[src/rtl/rsfd_pkg.sv]
// shared types and constants for the raw sample frame decoder
package rsfd_pkg;

    // default clamp for the channel count register
    localparam int unsigned DefMaxChannels = 256;

    // configuration port widths
    localparam int unsigned CfgIndexWidth = 3;
    localparam int unsigned CfgDataWidth  = 32;

    // depth of the queue between front and back
    localparam int unsigned FifoDepth = 4;

    // sample encodings
    typedef enum logic [2:0] {
        FMT_U8  = 3'd0,
        FMT_S8  = 3'd1,
        FMT_U16 = 3'd2,
        FMT_S16 = 3'd3,
        FMT_U32 = 3'd4,
        FMT_S32 = 3'd5,
        FMT_F32 = 3'd6,
        FMT_F64 = 3'd7
    } t_fmt;

    // configuration register indexes
    typedef enum logic [CfgIndexWidth-1:0] {
        REG_START_SKIP    = 3'd0,
        REG_HEADER_SKIP   = 3'd1,
        REG_FOOTER_SKIP   = 3'd2,
        REG_CHANNEL_COUNT = 3'd3,
        REG_SAMPLE_FORMAT = 3'd4,
        REG_BIG_ENDIAN    = 3'd5
    } t_reg_index;

    // reset values of the configuration registers
    localparam logic [31:0] RstStartSkip    = 32'd0;
    localparam logic [15:0] RstHeaderSkip   = 16'd0;
    localparam logic [15:0] RstFooterSkip   = 16'd20;
    localparam logic [8:0]  RstChannelCount = 9'd16;
    localparam t_fmt        RstSampleFormat = FMT_S32;
    localparam logic        RstBigEndian    = 1'b0;

    // live configuration
    typedef struct packed {
        logic [31:0] start_skip;
        logic [15:0] header_skip;
        logic [15:0] footer_skip;
        logic [8:0]  channel_count;
        t_fmt        fmt;
        logic        big_endian;
    } t_cfg;

    // assembled sample handed from front to back
    typedef struct packed {
        logic [63:0] assembly;
        t_fmt        fmt;
        logic [7:0]  channel;
        logic        last;
    } t_sample_word;

    // conversion pipeline stage between classify and round
    typedef struct packed {
        logic        direct;
        logic [31:0] direct_bits;
        logic        sign;
        logic [7:0]  exp_base;
        logic [63:0] value;
        logic [5:0]  rsh;
        logic [4:0]  lsh;
        logic [7:0]  channel;
        logic        last;
    } t_conv_stage;

endpackage

[src/rtl/raw_sample_frame_decoder.sv]
// raw sample frame decoder top level: configuration registers and channel wiring
// Usage:
// Input channel carries one raw stream byte per word (i_in_valid, o_in_stall).
// The stream starts with start_skip bytes, then frames of header bytes,
// channel_count samples and footer bytes. Each finished sample leaves on the
// output channel (o_out_valid, i_out_stall) as float32 bits with its channel
// number and a last-of-frame flag; skipped bytes and partial samples give none.
// Throughput: one byte per cycle while the queue has room. The front walks
// regions and assembles bytes combinationally; samples pass a 4-word queue
// into a two stage converter (classify, then round and pack) ending in the output
// register. A sample passes the queue, the classify register and the output
// register before it is valid on the output.
// When the receiver stalls, the converter holds, the queue fills, and then
// o_in_stall rises; no word is lost or repeated.
// Reset (synchronous, active low) empties the queue and converter, returns to
// the start skip and restores all configuration registers to their defaults.
// Configuration is written through i_cfg_wr_en/i_cfg_index/i_cfg_wr_data while
// no sample is in flight; it takes effect on the next byte.
module raw_sample_frame_decoder #(
    parameter int unsigned MAX_CHANNELS = rsfd_pkg::DefMaxChannels
) (
    input  logic                               i_clk,
    input  logic                               i_rst_n,
    input  logic                               i_cfg_wr_en,
    input  logic [rsfd_pkg::CfgIndexWidth-1:0] i_cfg_index,
    input  logic [rsfd_pkg::CfgDataWidth-1:0]  i_cfg_wr_data,
    input  logic                               i_in_valid,
    output logic                               o_in_stall,
    input  logic [7:0]                         i_raw_byte,
    output logic                               o_out_valid,
    input  logic                               i_out_stall,
    output logic [31:0]                        o_sample_bits,
    output logic [7:0]                         o_channel_index,
    output logic                               o_frame_last
);

    rsfd_pkg::t_cfg         r_cfg;
    logic                   in_take;
    logic                   push;
    rsfd_pkg::t_sample_word push_word;
    logic                   fifo_full;
    logic                   fifo_valid;
    logic                   fifo_pop;
    rsfd_pkg::t_sample_word fifo_word;

    // configuration registers
    always_ff @(posedge i_clk) begin
        if (!i_rst_n) begin
            r_cfg.start_skip    <= rsfd_pkg::RstStartSkip;
            r_cfg.header_skip   <= rsfd_pkg::RstHeaderSkip;
            r_cfg.footer_skip   <= rsfd_pkg::RstFooterSkip;
            r_cfg.channel_count <= rsfd_pkg::RstChannelCount;
            r_cfg.fmt           <= rsfd_pkg::RstSampleFormat;
            r_cfg.big_endian    <= rsfd_pkg::RstBigEndian;
        end else if (i_cfg_wr_en) begin
            unique case (i_cfg_index)
                rsfd_pkg::REG_START_SKIP:    r_cfg.start_skip    <= i_cfg_wr_data;
                rsfd_pkg::REG_HEADER_SKIP:   r_cfg.header_skip   <= i_cfg_wr_data[15:0];
                rsfd_pkg::REG_FOOTER_SKIP:   r_cfg.footer_skip   <= i_cfg_wr_data[15:0];
                rsfd_pkg::REG_CHANNEL_COUNT: r_cfg.channel_count <= i_cfg_wr_data[8:0];
                rsfd_pkg::REG_SAMPLE_FORMAT: begin
                    r_cfg.fmt <= rsfd_pkg::t_fmt'(i_cfg_wr_data[2:0]);
                end
                rsfd_pkg::REG_BIG_ENDIAN:    r_cfg.big_endian    <= i_cfg_wr_data[0];
                default: ;
            endcase
        end
    end

    // input word is taken whenever the queue has room
    assign o_in_stall = fifo_full;
    assign in_take    = i_in_valid && !fifo_full;

    rsfd_front #(
        .MAX_CHANNELS (MAX_CHANNELS)
    ) u_front (
        .i_clk   (i_clk),
        .i_rst_n (i_rst_n),
        .i_cfg   (r_cfg),
        .i_take  (in_take),
        .i_byte  (i_raw_byte),
        .o_push  (push),
        .o_word  (push_word)
    );

    rsfd_fifo u_fifo (
        .i_clk   (i_clk),
        .i_rst_n (i_rst_n),
        .i_push  (push),
        .i_word  (push_word),
        .o_full  (fifo_full),
        .i_pop   (fifo_pop),
        .o_valid (fifo_valid),
        .o_word  (fifo_word)
    );

    rsfd_conv u_conv (
        .i_clk           (i_clk),
        .i_rst_n         (i_rst_n),
        .i_valid         (fifo_valid),
        .i_word          (fifo_word),
        .o_take          (fifo_pop),
        .o_valid         (o_out_valid),
        .i_stall         (i_out_stall),
        .o_sample_bits   (o_sample_bits),
        .o_channel_index (o_channel_index),
        .o_frame_last    (o_frame_last)
    );

endmodule

[src/rtl/rsfd_front.sv]
// front part: region tracking and sample byte assembly
module rsfd_front #(
    parameter int unsigned MAX_CHANNELS = rsfd_pkg::DefMaxChannels
) (
    input  logic                   i_clk,
    input  logic                   i_rst_n,
    input  rsfd_pkg::t_cfg         i_cfg,
    input  logic                   i_take,
    input  logic [7:0]             i_byte,
    output logic                   o_push,
    output rsfd_pkg::t_sample_word o_word
);

    typedef enum logic [1:0] {
        PH_START   = 2'd0,
        PH_HEADER  = 2'd1,
        PH_SAMPLES = 2'd2,
        PH_FOOTER  = 2'd3
    } t_phase;

    t_phase      r_phase, n_phase;
    logic [31:0] r_start_cnt, n_start_cnt;
    logic [15:0] r_region_cnt, n_region_cnt;
    logic [7:0]  r_chan_cnt, n_chan_cnt;
    logic [2:0]  r_bis, n_bis;
    logic [63:0] r_asm, n_asm;

    logic        hdr_go;
    logic [15:0] hdr_cnt;
    logic        samp_go;
    logic [7:0]  ch;
    logic [2:0]  bis;
    logic [63:0] base;
    logic [63:0] asm_val;
    logic [3:0]  next_bis;
    logic [3:0]  size;
    logic [8:0]  eff_ch;
    logic        complete;
    logic        last;

    // bytes per sample
    always_comb begin
        unique case (i_cfg.fmt)
            rsfd_pkg::FMT_U8, rsfd_pkg::FMT_S8:   size = 4'd1;
            rsfd_pkg::FMT_U16, rsfd_pkg::FMT_S16: size = 4'd2;
            rsfd_pkg::FMT_F64:                    size = 4'd8;
            default:                              size = 4'd4;
        endcase
    end

    // channel count clamped to 1..MAX_CHANNELS
    always_comb begin
        if (i_cfg.channel_count == 9'd0) begin
            eff_ch = 9'd1;
        end else if (i_cfg.channel_count > 9'(MAX_CHANNELS)) begin
            eff_ch = 9'(MAX_CHANNELS);
        end else begin
            eff_ch = i_cfg.channel_count;
        end
    end

    // region walk: empty regions are passed within the same byte
    always_comb begin
        n_phase      = r_phase;
        n_start_cnt  = r_start_cnt;
        n_region_cnt = r_region_cnt;
        n_chan_cnt   = r_chan_cnt;
        n_bis        = r_bis;
        n_asm        = r_asm;
        hdr_go       = 1'b0;
        hdr_cnt      = r_region_cnt;
        samp_go      = 1'b0;
        ch           = r_chan_cnt;
        bis          = r_bis;
        base         = '0;
        asm_val      = '0;
        next_bis     = '0;
        complete     = 1'b0;
        last         = 1'b0;

        unique case (r_phase)
            PH_START: begin
                if (r_start_cnt < i_cfg.start_skip) begin
                    n_start_cnt = r_start_cnt + 32'd1;
                end else begin
                    hdr_go  = 1'b1;
                    hdr_cnt = '0;
                end
            end
            PH_FOOTER: begin
                if (r_region_cnt < i_cfg.footer_skip) begin
                    n_region_cnt = r_region_cnt + 16'd1;
                end else begin
                    hdr_go  = 1'b1;
                    hdr_cnt = '0;
                end
            end
            PH_HEADER: begin
                hdr_go = 1'b1;
            end
            PH_SAMPLES: begin
                samp_go = 1'b1;
            end
        endcase

        if (hdr_go) begin
            if (hdr_cnt < i_cfg.header_skip) begin
                n_phase      = PH_HEADER;
                n_region_cnt = hdr_cnt + 16'd1;
            end else begin
                samp_go = 1'b1;
                ch      = '0;
                bis     = '0;
            end
        end

        // byte assembly into the current sample
        if (samp_go) begin
            base = (bis == 3'd0) ? 64'd0 : r_asm;
            if (i_cfg.big_endian) begin
                asm_val = {base[55:0], i_byte};
            end else begin
                asm_val = base | (64'(i_byte) << {bis, 3'b000});
            end
            n_asm    = asm_val;
            next_bis = {1'b0, bis} + 4'd1;
            if (next_bis < size) begin
                n_phase    = PH_SAMPLES;
                n_bis      = next_bis[2:0];
                n_chan_cnt = ch;
            end else begin
                complete = 1'b1;
                n_bis    = '0;
                last     = (({1'b0, ch} + 9'd1) >= eff_ch);
                if (last) begin
                    n_phase      = PH_FOOTER;
                    n_region_cnt = '0;
                    n_chan_cnt   = '0;
                end else begin
                    n_phase    = PH_SAMPLES;
                    n_chan_cnt = ch + 8'd1;
                end
            end
        end
    end

    // state registers
    always_ff @(posedge i_clk) begin
        if (!i_rst_n) begin
            r_phase      <= PH_START;
            r_start_cnt  <= '0;
            r_region_cnt <= '0;
            r_chan_cnt   <= '0;
            r_bis        <= '0;
            r_asm        <= '0;
        end else if (i_take) begin
            r_phase      <= n_phase;
            r_start_cnt  <= n_start_cnt;
            r_region_cnt <= n_region_cnt;
            r_chan_cnt   <= n_chan_cnt;
            r_bis        <= n_bis;
            r_asm        <= n_asm;
        end
    end

    // completed sample toward the queue
    assign o_push          = i_take && complete;
    assign o_word.assembly = asm_val;
    assign o_word.fmt      = i_cfg.fmt;
    assign o_word.channel  = ch;
    assign o_word.last     = last;

endmodule

[src/rtl/rsfd_fifo.sv]
// short queue of assembled samples between front and back
module rsfd_fifo (
    input  logic                   i_clk,
    input  logic                   i_rst_n,
    input  logic                   i_push,
    input  rsfd_pkg::t_sample_word i_word,
    output logic                   o_full,
    input  logic                   i_pop,
    output logic                   o_valid,
    output rsfd_pkg::t_sample_word o_word
);

    localparam int unsigned PtrWidth = $clog2(rsfd_pkg::FifoDepth);
    localparam int unsigned CntWidth = $clog2(rsfd_pkg::FifoDepth + 1);

    rsfd_pkg::t_sample_word r_mem [rsfd_pkg::FifoDepth];
    logic [PtrWidth-1:0]    r_wr_ptr;
    logic [PtrWidth-1:0]    r_rd_ptr;
    logic [CntWidth-1:0]    r_count;
    logic                   do_push;
    logic                   do_pop;

    assign do_push = i_push && !o_full;
    assign do_pop  = i_pop && o_valid;

    // storage
    always_ff @(posedge i_clk) begin
        if (do_push) begin
            r_mem[r_wr_ptr] <= i_word;
        end
    end

    // pointers and fill count
    always_ff @(posedge i_clk) begin
        if (!i_rst_n) begin
            r_wr_ptr <= '0;
            r_rd_ptr <= '0;
            r_count  <= '0;
        end else begin
            if (do_push) begin
                r_wr_ptr <= PtrWidth'(32'(r_wr_ptr) + 1);
            end
            if (do_pop) begin
                r_rd_ptr <= PtrWidth'(32'(r_rd_ptr) + 1);
            end
            if (do_push && !do_pop) begin
                r_count <= r_count + CntWidth'(1);
            end else if (do_pop && !do_push) begin
                r_count <= r_count - CntWidth'(1);
            end
        end
    end

    assign o_full  = (r_count == CntWidth'(rsfd_pkg::FifoDepth));
    assign o_valid = (r_count != '0);
    assign o_word  = r_mem[r_rd_ptr];

endmodule

[src/rtl/rsfd_conv.sv]
// back part: two stage conversion of a sample to float32 bits
module rsfd_conv (
    input  logic                   i_clk,
    input  logic                   i_rst_n,
    input  logic                   i_valid,
    input  rsfd_pkg::t_sample_word i_word,
    output logic                   o_take,
    output logic                   o_valid,
    input  logic                   i_stall,
    output logic [31:0]            o_sample_bits,
    output logic [7:0]             o_channel_index,
    output logic                   o_frame_last
);

    logic                  advance;
    logic                  r_s1_valid;
    rsfd_pkg::t_conv_stage r_s1, n_s1;
    logic                  r_out_valid;
    logic [31:0]           r_out_bits, n_out_bits;
    logic [7:0]            r_out_chan;
    logic                  r_out_last;

    // classify stage signals
    logic [63:0]        a;
    logic               neg;
    logic [32:0]        mag;
    logic [5:0]         p;
    logic               is_int;
    logic [10:0]        e;
    logic [51:0]        m;
    logic signed [12:0] te;

    // round stage signals
    logic [63:0] rshifted;
    logic [63:0] rem;
    logic [63:0] half;
    logic        round_up;
    logic [24:0] keep;
    logic [30:0] sum;

    // the whole back pipeline moves unless the output word is held
    assign advance = !r_out_valid || !i_stall;
    assign o_take  = advance && i_valid;

    // classify: magnitude and exponent, or a finished special value
    always_comb begin
        a      = i_word.assembly;
        neg    = 1'b0;
        mag    = '0;
        p      = '0;
        is_int = 1'b1;
        e      = a[62:52];
        m      = a[51:0];
        te     = $signed({2'b00, e}) - 13'sd896;
        n_s1   = '0;
        n_s1.channel = i_word.channel;
        n_s1.last    = i_word.last;

        case (i_word.fmt)
            rsfd_pkg::FMT_U8: begin
                mag = {25'd0, a[7:0]};
            end
            rsfd_pkg::FMT_S8: begin
                neg = a[7];
                mag = a[7] ? (33'h100 - {25'd0, a[7:0]}) : {25'd0, a[7:0]};
            end
            rsfd_pkg::FMT_U16: begin
                mag = {17'd0, a[15:0]};
            end
            rsfd_pkg::FMT_S16: begin
                neg = a[15];
                mag = a[15] ? (33'h1_0000 - {17'd0, a[15:0]}) : {17'd0, a[15:0]};
            end
            rsfd_pkg::FMT_U32: begin
                mag = {1'b0, a[31:0]};
            end
            rsfd_pkg::FMT_S32: begin
                neg = a[31];
                mag = a[31] ? (33'h1_0000_0000 - {1'b0, a[31:0]}) : {1'b0, a[31:0]};
            end
            rsfd_pkg::FMT_F32: begin
                is_int           = 1'b0;
                n_s1.direct      = 1'b1;
                n_s1.direct_bits = a[31:0];
            end
            default: begin
                is_int = 1'b0;
                n_s1.sign = a[63];
                if (e == 11'h7FF) begin
                    n_s1.direct = 1'b1;
                    if (m == '0) begin
                        n_s1.direct_bits = {a[63], 8'hFF, 23'd0};
                    end else begin
                        n_s1.direct_bits = {a[63], 8'hFF, 1'b1, m[50:29]};
                    end
                end else if (e == 11'd0) begin
                    n_s1.direct      = 1'b1;
                    n_s1.direct_bits = {a[63], 31'd0};
                end else if (te >= 13'sd255) begin
                    n_s1.direct      = 1'b1;
                    n_s1.direct_bits = {a[63], 8'hFF, 23'd0};
                end else if (te >= 13'sd1) begin
                    n_s1.exp_base = 8'(te - 13'sd1);
                    n_s1.value    = {11'd0, 1'b1, m};
                    n_s1.rsh      = 6'd29;
                end else if (te <= -13'sd33) begin
                    n_s1.direct      = 1'b1;
                    n_s1.direct_bits = {a[63], 31'd0};
                end else begin
                    // result lands in the subnormal range
                    n_s1.exp_base = 8'd0;
                    n_s1.value    = {11'd0, 1'b1, m};
                    n_s1.rsh      = 6'(13'sd30 - te);
                end
            end
        endcase

        // integer: find the leading one
        for (int i = 0; i < 33; i++) begin
            if (mag[i]) begin
                p = 6'(i);
            end
        end

        if (is_int) begin
            n_s1.sign = neg;
            if (mag == '0) begin
                n_s1.direct      = 1'b1;
                n_s1.direct_bits = 32'd0;
            end else begin
                n_s1.exp_base = 8'(p) + 8'd126;
                n_s1.value    = {31'd0, mag};
                if (p <= 6'd23) begin
                    n_s1.lsh = 5'(6'd23 - p);
                end else begin
                    n_s1.rsh = p - 6'd23;
                end
            end
        end
    end

    // round to nearest even and pack; a mantissa carry bumps the exponent
    always_comb begin
        rshifted = r_s1.value >> r_s1.rsh;
        rem      = r_s1.value & ((64'd1 << r_s1.rsh) - 64'd1);
        half     = (r_s1.rsh == 6'd0) ? 64'd0 : (64'd1 << (r_s1.rsh - 6'd1));
        round_up = (r_s1.rsh != 6'd0) &&
                   ((rem > half) || ((rem == half) && rshifted[0]));
        if (r_s1.rsh != 6'd0) begin
            keep = rshifted[24:0] + {24'd0, round_up};
        end else begin
            keep = 25'(r_s1.value << r_s1.lsh);
        end
        sum = {r_s1.exp_base, 23'd0} + {6'd0, keep};
        if (r_s1.direct) begin
            n_out_bits = r_s1.direct_bits;
        end else if (sum[30:23] == 8'hFF) begin
            n_out_bits = {r_s1.sign, 8'hFF, 23'd0};
        end else begin
            n_out_bits = {r_s1.sign, sum};
        end
    end

    // pipeline registers
    always_ff @(posedge i_clk) begin
        if (!i_rst_n) begin
            r_s1_valid  <= 1'b0;
            r_out_valid <= 1'b0;
        end else if (advance) begin
            r_s1_valid  <= i_valid;
            r_out_valid <= r_s1_valid;
        end
    end

    always_ff @(posedge i_clk) begin
        if (advance) begin
            r_s1       <= n_s1;
            r_out_bits <= n_out_bits;
            r_out_chan <= r_s1.channel;
            r_out_last <= r_s1.last;
        end
    end

    assign o_valid         = r_out_valid;
    assign o_sample_bits   = r_out_bits;
    assign o_channel_index = r_out_chan;
    assign o_frame_last    = r_out_last;

endmodule
[config.mk]
export PLATFORM = sky130hd
export DESIGN_NAME = raw_sample_frame_decoder
export DESIGN_NICKNAME = d
export VERILOG_FILES = /design/src/rtl/rsfd_pkg.sv /design/src/rtl/raw_sample_frame_decoder.sv /design/src/rtl/rsfd_front.sv /design/src/rtl/rsfd_fifo.sv /design/src/rtl/rsfd_conv.sv
export SDC_FILE = /design/constraint.sdc
export NUM_CORES = 2
export LEC_CHECK = 0
export BUFFER_PORTS_ARGS = -buffer_cell sky130_fd_sc_hd__buf_4
export CAP_MARGIN = 25
export CORE_MARGIN = 3
export CORE_UTILIZATION = 55
export DETAILED_ROUTE_END_ITERATION = 7
export PLACE_DENSITY = 0.71
export SLEW_MARGIN = 5
export SYNTH_ARGS = -nofsm -noshare
export SYNTH_HDL_FRONTEND = slang
export SYNTH_SLANG_ARGS = --single-unit
[constraint.sdc]
create_clock -name i_clk -period 12.8 [get_ports i_clk]
set_clock_uncertainty 0.15 [all_clocks]
set_input_delay 1.28 -clock i_clk [delete_from_list [all_inputs] [get_ports i_clk]]
set_output_delay 1.28 -clock i_clk [all_outputs]
set_load 0.05 [all_outputs]
## Yosys cells after proc, flatten, opt, wreduce, memory -nomap -nowiden

Memory sizes are Yosys's and may differ from the RTL's. A register that Yosys moved wholly into a read port is not among the register bits.
Index checks and enable logic that the tools add are counted.

- Register bits: 378
- Bits in writable memories: 304
- Bits of input ports: 48
- Output and inout bits: 43
- Logic and storage cells: 244
- Memories: 1

Memory list:

| name | depth | width | rd ports | clocked after Yosys merged registers in | write ports | RTL line | RTL |
|---|---|---|---|---|---|---|---|
| u_fifo.r_mem | 4 | 76 | 1 | 1 | 1 | rsfd_fifo.sv:16 | `rsfd_pkg::t_sample_word r_mem [rsfd_pkg::FifoDepth];` |

- Add/subtract/negate cells: 23
- $lt $le $gt $ge: 11
- Equality and inequality tests: 22
- Shift operators: 5
- Mux-type cells: 104
- Bitwise operators: 4
- Reductions and logical operators: 45

Operators by type and width:

| operator | number |
|---|---|
| $mux W78 | 4 |
| $mux W33 | 9 |
| $mux W64 | 4 |
| $pmux W33 S6 | 1 |
| $mux W16 | 9 |
| $shl A1 B6 Y64 const A | 2 |
| $mux W117 | 1 |
| $mux W5 | 17 |
| $mux W83 | 1 |
| $mux W79 | 1 |
| $pmux W33 S2 | 1 |
| $and A64 B64 Y64 | 1 |
| $eq A64 B64 Y1 | 1 |
| $gt A64 B64 Y1 | 1 |
| $or A64 B64 Y64 | 1 |
| $shl A64 B5 Y25 | 1 |
| $shl A8 B6 Y64 | 1 |
| $shr A64 B6 Y25 | 1 |
| $sub A64 B1 Y64 const B | 1 |
| $mux W59 | 1 |
| $logic_not A52 Y1 | 1 |
| $logic_not A33 Y1 | 1 |
| $sub A33 B32 Y33 const A | 1 |
| $add A16 B1 Y16 const B | 2 |
| other kinds (66) | 150 |

## Depth between registers and ports, before layout

- Depth after elaboration: 39
- Depth in mapped cells: 50

## Modules after synthesis

From an unflattened synthesis, not the netlist that was laid out.

- Cells, all modules: 3890
- Area total of the unflattened synthesis: 40682.8 µm²

Modules (own cells, without submodules):

| module | times used | cells each | area each (µm²) |
|---|---|---|---|
| rsfd_conv | 1 | 1952 | 17048.9 |
| rsfd_fifo | 1 | 445 | 11483.5 |
| rsfd_front | 1 | 1199 | 9190.1 |
| raw_sample_frame_decoder | 1 | 294 | 2960.3 |

## Worst setup path before layout

No wires, ideal clock.

- Kind: flip-flop to flip-flop
- Start point: register r_cfg[62] in the netlist's numbering
- End point: memory u_fifo.r_mem[0][0] in the netlist's numbering (enable)
- Setup time: 0.443 ns
- Arrival time: 8.508 ns
- Data required time: 12.207 ns
- Slack: 3.699 ns
- Stages on the path, launching flop included: 33
- Buffers on the path: 3
- Clock period less this slack: 9.101 ns
- Cell sequence: dfxtp_1 > inv_1 > ha_1 > a21o_1 > a21o_1 > a21o_1 > a21o_1 > a211oi_1 > nand2_1 > a21oi_1 > or3_1 > clkbuf_1 > clkbuf_1 > and2_1 > ha_1 > a21o_1 > a21o_1 > a21o_1 > a21o_1 > a211oi_1 > o21ai_0 > or4_1 > o22a_1 > nand2_1 > clkbuf_1 > nand2_1 > ha_1 > ha_1 > o21ai_0 > nand2b_1 > a21oi_1 > nor3_1 > and2_1

- Longest elaborated chain between the ends: 14
- Elaborated cells between the ends (all ways): 18
- Those cells by class: 1 x add/sub; 3 x order compare; 12 x mux; 2 x reduce/logical

RTL lines:

| what | RTL line | RTL |
|---|---|---|
| start: declaration | raw_sample_frame_decoder.sv:37 | `rsfd_pkg::t_cfg r_cfg;` |
| $lt A32 B32 Y1 (*) | rsfd_front.sv:83 | `if (r_start_cnt < i_cfg.start_skip) begin` |
| $mux W16 | rsfd_front.sv:83 |  |
| $pmux W16 S2 | rsfd_front.sv:81 | `unique case (r_phase)` |
| $lt A16 B16 Y1 | rsfd_front.sv:107 | `if (hdr_cnt < i_cfg.header_skip) begin` |
| $mux W3 | rsfd_front.sv:107 |  |
| $mux W3 | rsfd_front.sv:106 | `if (hdr_go) begin` |
| $add A3 B1 Y4 | rsfd_front.sv:126 | `next_bis = {1'b0, bis} + 4'd1;` |
| $lt A4 B4 Y1 | rsfd_front.sv:127 | `if (next_bis < size) begin` |
| $mux W1 | rsfd_front.sv:127 |  |
| $mux W1 (*) | rsfd_front.sv:118 | `if (samp_go) begin` |
| $logic_and A1 B1 Y1 (*) | rsfd_front.sv:167 | `assign o_push = i_take && complete;` |
| $logic_and A1 B1 Y1 (*) | rsfd_fifo.sv:23 | `assign do_push = i_push && !o_full;` |
| via u_fifo.do_push | rsfd_fifo.sv:20 | `logic do_push;` |
| $mux W1 (*) | rsfd_fifo.sv:28 | `if (do_push) begin` |
| $mux W1 (not written as such) (*) | rsfd_fifo.sv:29 | `r_mem[r_wr_ptr] <= i_word;` |
| end: declaration | rsfd_fifo.sv:16 |  |

Mark *: on every way through the listed nets, which the timed path passes. The rest lies on a longest branch.

## Final worst setup path

- Start point: register u_conv.r_s1[19] in the netlist's numbering
- End point: register u_conv.r_out_bits[10] (netlist: u_conv.o_sample_bits[10]) (data pin)

- Longest elaborated chain between the ends: 13
- Elaborated cells between the ends (all ways): 20
- Those cells by class: 4 x add/sub; 1 x order compare; 2 x eq/ne; 3 x shift; 4 x mux; 1 x bitwise; 5 x reduce/logical

RTL lines:

| what | RTL line | RTL |
|---|---|---|
| start: declaration | rsfd_conv.sv:17 | `rsfd_pkg::t_conv_stage r_s1, n_s1;` |
| start signal: assignment | rsfd_conv.sv:177 | `r_s1 <= n_s1;` |
| branches (longest 8 deep; another with $sub A64 B1 Y64) | n/a |  |
| $mux W25 (*) | rsfd_conv.sv:149 | `if (r_s1.rsh != 6'd0) begin` |
| $add A31 B25 Y31 (*) | rsfd_conv.sv:154 | `sum = {r_s1.exp_base, 23'd0} + {6'd0, keep};` |
| $eq A8 B8 Y1 | rsfd_conv.sv:157 | `end else if (sum[30:23] == 8'hFF) begin` |
| $mux W31 (*) | rsfd_conv.sv:157 |  |
| $mux W32 (*) | rsfd_conv.sv:155 | `if (r_s1.direct) begin` |
| via u_conv.n_out_bits[10] | rsfd_conv.sv:19 | `logic [31:0] r_out_bits, n_out_bits;` |
| end signal: assignment | rsfd_conv.sv:178 | `r_out_bits <= n_out_bits;` |
| end: declaration | rsfd_conv.sv:19 |  |

Mark *: on every way through the listed nets, which the timed path passes.
A chain may end at the register's enable or synchronous reset.

==> metrics.yaml <==
status: "finished, final reports clean"
place_hpwl_microns: 77800
drt_iter0_markers: 3462
min_period_over_period_pct: 82.8
clkTransAtPathRegs_ps: 70
seq_area_frac_synth_pct: 46.7
crit_type: "reg2reg"
detail-route-antenna-nets: 0
viasPerCell: 6.44
grt_max_degree: 106
grt-ovfl-total: 0
fp.dieArea_sq_mm: 0.0736
drc: 0
fin_util_pct: 61.4
async_flop_share_pct: 0
slew_headroom_pct: 25.2
areaGrowthSynthToFinish_pct: 9.82
first_global_vias: 27900
finalSetupTns_ps: 0
num-nets-final: 3835
drive_above_1_share_pct: 14.6
grt_pass1_wl_microns: 169000
total_leakage_power_uw: 0.0155
cts_num_sinks: 673
cts_tree: "done"
track_usage_pct: 29.4
die_h_microns: 271
cts_inserted_buffers: 72
ctsHtreeMaxLevel: 3
synth_edf_count: 460
synth_area_sq_mm: 0.0387
slew_violations: 0
first_pass_iters: 6
syn_nets: 3842
cts_max_path_buffers: 3
crit_path_start_kind: "register"
syn_avg_cell_area_sq_um: 10.7
antenna_found_initial: 1
holdWs_ps: 271
wl_per_cell_microns: 23.8
cp-end-kind: "register"
rows: 96
initial_core_util_pct: 55.9
port_buffers: 90
rsz0062_at_grt: "no"
gp_congestion: 1.00
ys_warn_count: 0
hold_class: "reg2reg"
hold_buffers: 0
cp.arrival_ps: 10880
ys_ff_latch: 673
power_density_mw_per_mm2: 231
cp_max_fo: 19
pwr-share-comb_pct: 47.6
cp.required_ps: 13090
finalSetupViolations: 0
maxClockFrequency_ghz: 0.0944
p_switching_uw: 4150
cts-resized-gates: 0
cp_slowest_stage_delay_ps: 820
internal_power_uw: 5650
ir_drop_mv: 0.130
wirelength_microns: 110000
io_pins: 91
crit_family: "simple AND/OR/NAND/NOR gates"
cts.root.buffer_cell: "clkbuf_16"
insertion_delay_ps: 620
swShare_pct: 42.4
cap_violations: 0
crit_slowest_cell: "nor2_1"
yosys.cell_types.count: 93
worstMarginPinSlew_ps: 1120
syn_inst: 3631
die_w_microns: 271
layout_min_cycle_time_ps: 10590
power_frac_seq_pct: 31.4
crit_buf_inv: 2
fill_cells: 5581
clkPwrFrac_pct: 21.0
vias: 29700
cts_setup_buffers: 0
synth_flop_cell: "edfxtp_1"
coreArea_sq_mm: 0.0692
finalHoldViolCount: 0
-- routing by layer --
layer	share of wire, %	vias up	global-route usage, %
met3	7.9	271	4.31
li1	-	13600	-
met1	42	14400	41.9
met4	4.4	2	11.9
met2	46	1399	45.4
met5	0.010	-	0
-- state kept, by name, indices dropped and copies added, names as in the netlist, named ones only --
register / count
u_fifo.r_rd_ptr: 2
u_conv.o_valid: 1
u_front.r_phase: 2
u_front.r_region_cnt: 16
u_fifo.r_count: 3
u_front.r_chan_cnt: 8
u_fifo.r_wr_ptr: 2
u_front.r_asm: 64
u_conv.o_channel_index: 8
u_front.r_bis: 3
u_front.r_start_cnt: 32
u_conv.o_sample_bits: 32
u_conv.r_s1: 115
r_cfg: 77
u_conv.o_frame_last: 1
u_fifo.r_mem: 304
u_conv.r_s1_valid: 1
-- power by group through the flow --
stage          registers, uW  clock network, uW  logic (uW)
2_1_floorplan           3080                  0        3160
3_3_place_gp            3110                  0        4550
3_5_place_dp            3110                  0        4550
4_1_cts                 3060               2090        4570
5_1_grt                 3090               2170        5000
6_report                3080               2060        4670
-- path summary, 6_finish.rpt --
kind,slack (ps),cells past startpoint,endpoint,startpoint
setup / recovery,2210,36,u_conv.o_sample_bits[10]$_DFFE_PN_,u_conv.r_s1[19]$_DFFE_PN_
hold / removal,270,0,u_conv.o_channel_index[5]$_DFFE_PN_,u_conv.r_s1[6]$_DFFE_PN_
setup reg to reg,2210,36,u_conv.o_sample_bits[10]$_DFFE_PN_,u_conv.r_s1[19]$_DFFE_PN_
hold reg to reg,270,0,u_conv.o_channel_index[5]$_DFFE_PN_,u_conv.r_s1[6]$_DFFE_PN_
-- cells in the final DEF (no fill, tap or decap), types with 17 or more instances in the layout --
cell type,netlist,final
mux4_2,153,153
mux2i_1,81,81
o21a_1,22,21
xor2_1,49,49
clkbuf_16,0,75
and3_1,29,29
edfxtp_1,460,460
a21boi_0,17,17
or3_1,26,26
nor2_1,240,239
a22oi_1,69,69
buf_4,6,146
a221oi_1,21,21
mux2_2,69,69
clkinv_2,0,18
nor3_1,44,43
a21oi_1,240,240
a22o_1,37,37
o22ai_1,39,39
ha_1,161,161
a32o_1,19,19
nand2b_1,48,48
nand2_1,457,456
xnor2_1,53,53
a21o_1,51,51
a31oi_1,18,18
nand3_1,76,76
and2_1,78,74
inv_1,109,109
a211oi_1,27,27
nand4_1,37,37
nor4_1,19,18
dfxtp_1,213,210
nor2b_1,59,58
o21ai_0,185,184
-- per-stage QoR --
stage / power [uW] / cells / cell area [sq um] / worst slack, ps
4_1_cts: 9720 / 4609 / 42400 / 2560
6_report: 9800 / 4614 / 42500 / 2210
5_1_grt: 10300 / 4613 / 42500 / 1510
3_3_place_gp: 7650 / 4476 / 40100 / 2880
2_1_floorplan: 6240 / 3631 / 38700 / 3700
3_5_place_dp: 7650 / 4477 / 40100 / 2540
-- Yosys cell counts, types with 6 or more instances --
library cell	n	area (sq um)
nor2b_1	59	369
and2_1	78	488
buf_4	6	45.0
xor2_1	49	429
nand3b_1	8	60.1
o22ai_1	39	244
and3_1	29	181
o21a_1	22	165
edfxtp_1	460	13800
ha_1	161	2010
o2111ai_1	8	70.1
nand2_1	457	1720
or2_2	13	81.3
mux2i_1	81	811
a211oi_1	27	203
a22o_1	37	324
nand3_1	76	380
a21oi_1	240	1200
buf_2	19	95.1
inv_1	109	409
mux2_2	69	777
o211ai_1	13	97.6
or3_1	26	163
a22oi_1	69	518
a221oi_1	21	184
o31ai_1	9	67.6
dfxtp_1	213	4260
clkbuf_1	174	653
nor3_1	44	220
nor3b_1	11	82.6
and4_1	7	61.3
buf_1	27	101
nor4_1	19	119
nor2_1	240	901
xnor2_1	53	464
a41oi_1	11	96.3
nand2b_1	48	300
nand4_1	37	231
o21ai_0	185	926
a21o_1	51	383
a32o_1	19	190
a21boi_0	17	128
mux4_2	153	3450
a31oi_1	18	113
-- cell type report --
| type | instances | area, sq um | share of cell area [%] |
|---|---|---|---|
| clock buffers | 90 | 1990 | 4.69 |
| clock inverters | 42 | 357 | 0.839 |
| inverters | 114 | 429 | 1.01 |
| multi-input cells | 2614 | 19300 | 45.5 |
| diodes | 1 | 2.50 | 0.00589 |
| flip-flops and latches | 673 | 18100 | 42.6 |
| repair buffers | 149 | 1140 | 2.69 |
| well taps | 931 | 1160 | 2.74 |
-- cells by family (layout without fill, tap and decap cells) --
logic type	Yosys count	after routing	synth area share, %
XOR/XNOR	102	102	2.31
adder cells (fa/ha/maj)	163	163	5.31
buffers and inverters	344	395	3.50
multiplexers	303	303	13.0
AND/OR/NAND/NOR	1188	1188	14.8
flip-flops	673	673	46.7
AO/OA/AOI/OAI	858	858	14.4
other	0	1	0
(Power assumes the default switching activity.)
